$ cat config.mk
export PLATFORM = sky130hd
export DESIGN_NAME = htw_ram
export DESIGN_NICKNAME = d
export VERILOG_FILES = /design/src/rtl/htw_ram.sv
export SDC_FILE = /design/constraint.sdc
export NUM_CORES = 1
export LEC_CHECK = 0
export BUFFER_PORTS_ARGS = -buffer_cell sky130_fd_sc_hd__buf_2
export CAP_MARGIN = 10
export CORE_ASPECT_RATIO = 0.7
export CORE_MARGIN = 5
export CORE_UTILIZATION = 55
export CTS_BUF_LIST = sky130_fd_sc_hd__clkbuf_2 sky130_fd_sc_hd__clkbuf_4 sky130_fd_sc_hd__clkbuf_8
export CTS_CLUSTER_SIZE = 12
export DETAILED_ROUTE_END_ITERATION = 16
export PLACE_DENSITY = 0.73
export SLEW_MARGIN = 10
export SYNTH_ARGS = -nofsm -noshare
export SYNTH_HDL_FRONTEND = slang
export SYNTH_SLANG_ARGS = --single-unit
export TNS_END_PERCENT = 5
$ cat constraint.sdc
create_clock -name clk -period 5.9 [get_ports clk]
set_input_delay 1.18 -clock clk [delete_from_list [all_inputs] [get_ports clk]]
set_output_delay 1.18 -clock clk [all_outputs]
set_load 0.005 [all_outputs]
$ cat src/rtl/htw_ram.sv
// generic single-port-write ram with registered read
module htw_ram #(
	parameter int WIDTH = 8,
	parameter int DEPTH = 16
) (
	input  logic                     clk,
	input  logic                     we,
	input  logic [$clog2(DEPTH)-1:0] waddr,
	input  logic [WIDTH-1:0]         wdata,
	input  logic [$clog2(DEPTH)-1:0] raddr,
	output logic [WIDTH-1:0]         rdata
);
	logic [WIDTH-1:0] mem [DEPTH];
	always_ff @(posedge clk) begin
		if (we) mem[waddr] <= wdata;
		rdata <= mem[raddr];
	end
endmodule

Yosys cells after proc, flatten, opt, wreduce, memory -nomap -nowiden

Memory sizes are Yosys's and may differ from the RTL's. A register that Yosys moved wholly into a read port is not among the register bits.
Index checks and enable logic that the tools add are counted.
Widths: inputs -> output; s select.

Logic and storage cells: 3
Bits in registers: 0
Memory bits (read-only): 0
Memory bits (writable): 128
Output and inout bits: 8
Latch bits: 0
Memories: 1

Shifts and indexed selects: 0
Eq/ne operators: 0
Div/mod/pow operators: 0
Reduce and logical (&&, ||, !) cells: 0
Order comparisons: 0
Add/sub/neg operators: 0
Multipliers: 0
Bitwise logic cells: 0
Multiplexer cells: 2

Memories:

| name | words | bits a word | rd ports | clocked after Yosys merged registers in | wr ports | RTL line | RTL |
|---|---|---|---|---|---|---|---|
| mem  | 16    | 8           | 1        | 1                                       | 1        | 13       | `logic [WIDTH-1:0] mem [DEPTH];` |

Operators by type and width:

| kind   | number |
|---|---|
| $mux 1 | 2 |

Longest topological paths before layout

Depth in word-level cells: 2
Mapped depth: 5
Gate-level depth less buffers: 3

Worst setup path after synthesis

OpenSTA, ideal clock, no wires.

Path type: input to register
Start: input port waddr[2]
End: memory mem[0][0], enable pin
Required time: 5517 ps
Setup time: 383 ps
Cell stages on the path: 2
Data arrival time: 2290 ps
Setup slack: 3227 ps
Cells stage by stage: or3b_2 nor3_1

RTL lines:

| what               | RTL line | RTL |
|---|---|---|
| start: declaration | 8        | `input logic [$clog2(DEPTH)-1:0] waddr,` |
| end: declaration   | 13       |  |

No word-level cell before the write port.

==> insert_results.sql <==
INSERT INTO impl_metrics (metric_group, metric, value, unit) VALUES
('yosys', 'post_synthesis_mux_area_share', '15.02', '%'),
('yosys', 'async_reset_ff_share', '0', '%'),
('die', 'fp.dieH', '90.94', 'microns'),
('cts', 'tritoncts_num_sinks', '136', ''),
('worst_setup_path', 'rr_startpoint', 'mem[11][7]', ''),
('pwr', 'peakVddDrop', '226.8', 'uV'),
('cts', 'path_clk_slew', '0.08', 'ns'),
('yosys', 'yosys-top-cells-area', 'edfxtp_1, mux4_2, mux4_1, dfxtp_1, a22oi_1', ''),
('worst_setup_path', 'critical_path.slowest_cell', 'buf_2', ''),
('yosys', 'synth.distinct_cells', '19', ''),
('cts', 'cts_buffers', '17', ''),
('yosys', 'post_synth.cell_area_avg', '22.48', 'sq um'),
('cts', 'clk-insertion-delay-late', '0.43', 'ns'),
('placed_design', 'placed_area', '5359', 'sq um'),
('final_layout', 'n_antenna_cell', '0', ''),
('timing', 'peak_freq', '365.4', 'MHz'),
('die', 'die_width', '125.6', 'microns'),
('worst_setup_path', 'r2r_end', 'rdata[7]', ''),
('cts', 'cts_tree', 'done', ''),
('yosys', 'post_synth_xor_xnor_area', '0', '%'),
('cts', 'cts.hold.buffers_added', '0', ''),
('placed_design', 'port-buffer-count', '25', ''),
('worst_hold_path', 'timing.hold.worst.class', 'reg2reg', ''),
('worst_setup_path', 'critical-path-top-delay-family', 'buffers and inverters', ''),
('final_layout', 'final_common_cell', 'edfxtp_1', ''),
('timing', 'finalHoldViolations', '0', ''),
('yosys', 'sequential_element_share_of_the_synthesized_area', '77.78', '%'),
('die', 'die_area', '11420', 'sq um'),
('worst_hold_path', 'min_delay_path_depth', '3', ''),
('final_layout', 'layout_cell_share_with_drive_strength_beyond_1', '28.78', '%'),
('pwr', 'p_per_area', '351.5', 'nW/um^2'),
('die', 'io_pins', '26', ''),
('placed_design', 'place_hpwl', '6.032', 'mm'),
('worst_setup_path', 'required', '6.21', 'ns'),
('worst_setup_path', 'critPathLaunchType', 'input pin', ''),
('route', 'detail_route.first_pass.iterations', '5', ''),
('grt', 'grt-ovfl-total', '0', ''),
('yosys', 'mappedNetlistArea', '5147', 'sq um'),
('yosys', 'postSynthRegisterBits', '136', ''),
('cts', 'clk_root_buffer_cell', 'clkbuf_8', ''),
('timing', 'setup_total_negative_slack', '0', 'ns'),
('grt', 'first_global_vias', '2454', ''),
('placed_design', 'preCtsSetupSlack', '2.685', 'ns'),
('die', 'core.rowCount', '29', ''),
('yosys', 'synth_top_cell_by_area', 'edfxtp_1', ''),
('die', 'initial_core_util', '56.52', '%'),
('yosys', 'yosysWarningCount', '0', ''),
('worst_setup_path', 'crit_chain', 'buf_2, mux4_1, a22oi_1, nand2_1', ''),
('final_layout', 'most-common-layout-cells', 'edfxtp_1, buf_2, clkbuf_8, mux4_2, a22oi_1', ''),
('final_layout', 'final_area', '5829', 'sq um'),
('cts', 'cts.repair.resized', '0', ''),
('worst_setup_path', 'reg2reg_slack', '4.48', 'ns'),
('yosys', 'synth_compound_gate_area_share', '2.333', '%'),
('run', 'drv_cap', '0', ''),
('worst_setup_path', 'worst-endpoint-arrival', '3.05', 'ns'),
('route', 'drt_drc_violations_left', '0', ''),
('timing', 'maxSlewViolCount', '0', ''),
('timing', 'finalCriticalPeriod', '2.737', 'ns'),
('route', 'detail_route.iter0.violations', '252', ''),
('worst_setup_path', 'worst-path-max-fanout', '32', ''),
('placed_design', 'routabilityCongestion', '0.7588', ''),
('grt', 'grt_first_pass_wirelength', '14.83', 'mm'),
('worst_setup_path', 'critical_path.max_stage_delay', '0.76', 'ns'),
('worst_hold_path', 'worst_hold_path.endpoint', 'rdata[0]', ''),
('route', 'viasPerCell', '6.047', ''),
('cts', 'cts-root-to-sink-buffers', '2', ''),
('timing', 'post_route_skew', '0.006735', 'ns'),
('worst_hold_path', 'hold_start', 'mem[12][0]', ''),
('timing', 'postLayoutSetupSlackWorst', '3.163', 'ns'),
('final_layout', 'syn2layout_area_growth', '13.25', '%'),
('outcome', 'status', 'finished clean', '');
cells by family (layout without fill, tap and decap cells):
group / after synthesis / in the layout
flops: 136 / 136
mux: 32 / 32
compound gates: 16 / 16
buf+inv: 10 / 59
simple gates: 35 / 35
through the flow:
| step | hold WS, ns | total power (W) |
|---|---|---|
| after floorplan | 0.6293 | 0.001160 |
| after global placement | 0.6500 | 0.001199 |
| after detailed placement | 0.6614 | 0.001202 |
| after CTS | 0.6790 | 0.002064 |
| after global routing | 0.7070 | 0.002122 |
| final | 0.6731 | 0.002049 |
synthesized netlist by cell type (2+ instances only):
cell and number:
dfxtp_1 8, mux4_1 14, mux4_2 18, nand2_1 9, buf_6 3, nand2b_1 2
a22oi_1 16, nor2_1 13, clkdlybuf4s25_2 3, buf_2 3, nand3b_1 2, edfxtp_1 128
nor3_1 4
registers in the layout, summed over array words and instances, names as in the netlist:
register / flops
rdata: 8
mem: 128
power by group:
group,internal (W),switching [W]
Sequential,0.00108,0.00000625
Clock,0.000530,0.000339
Combinational,0.0000385,0.0000555
Total,0.00165,0.000401
routing by layer:
metal / GRT usage [%] / wire, microns
met1: 25.23 / 4075
met2: 27.67 / 4806
met3: 6.569 / 795
met4: 6.679 / 183
met5: 0 / 0
worst min-delay path, stage by stage, from the launching register on:
cell and delay (ns):
edfxtp_1 0.32, mux4_2 0.22, a22oi_1 0.06, nand2_1 0.06
worst max path at each step:
stage / startpoint / end / slack (ns) / depth (start not counted)
final: raddr[0] / rdata[5] / 3.16 / 4
after global routing: raddr[0] / rdata[5] / 2.96 / 4
after CTS: raddr[0] / rdata[5] / 3.15 / 4
after detailed placement: raddr[0] / rdata[5] / 2.69 / 4
after global placement: raddr[0] / rdata[7] / 2.67 / 4
after floorplan: waddr[2] / mem[0][0] / 3.23 / 2
cell type report:
class                   count  area [sq um]
multi-input cells          83          1067
well taps                 124         155.1
flip-flops and latches    136          4004
clock inverters            12         196.4
repair buffers             27         137.6
clock buffers              20         269.0
fillers                   612          3278
(Power assumes the default switching activity.)
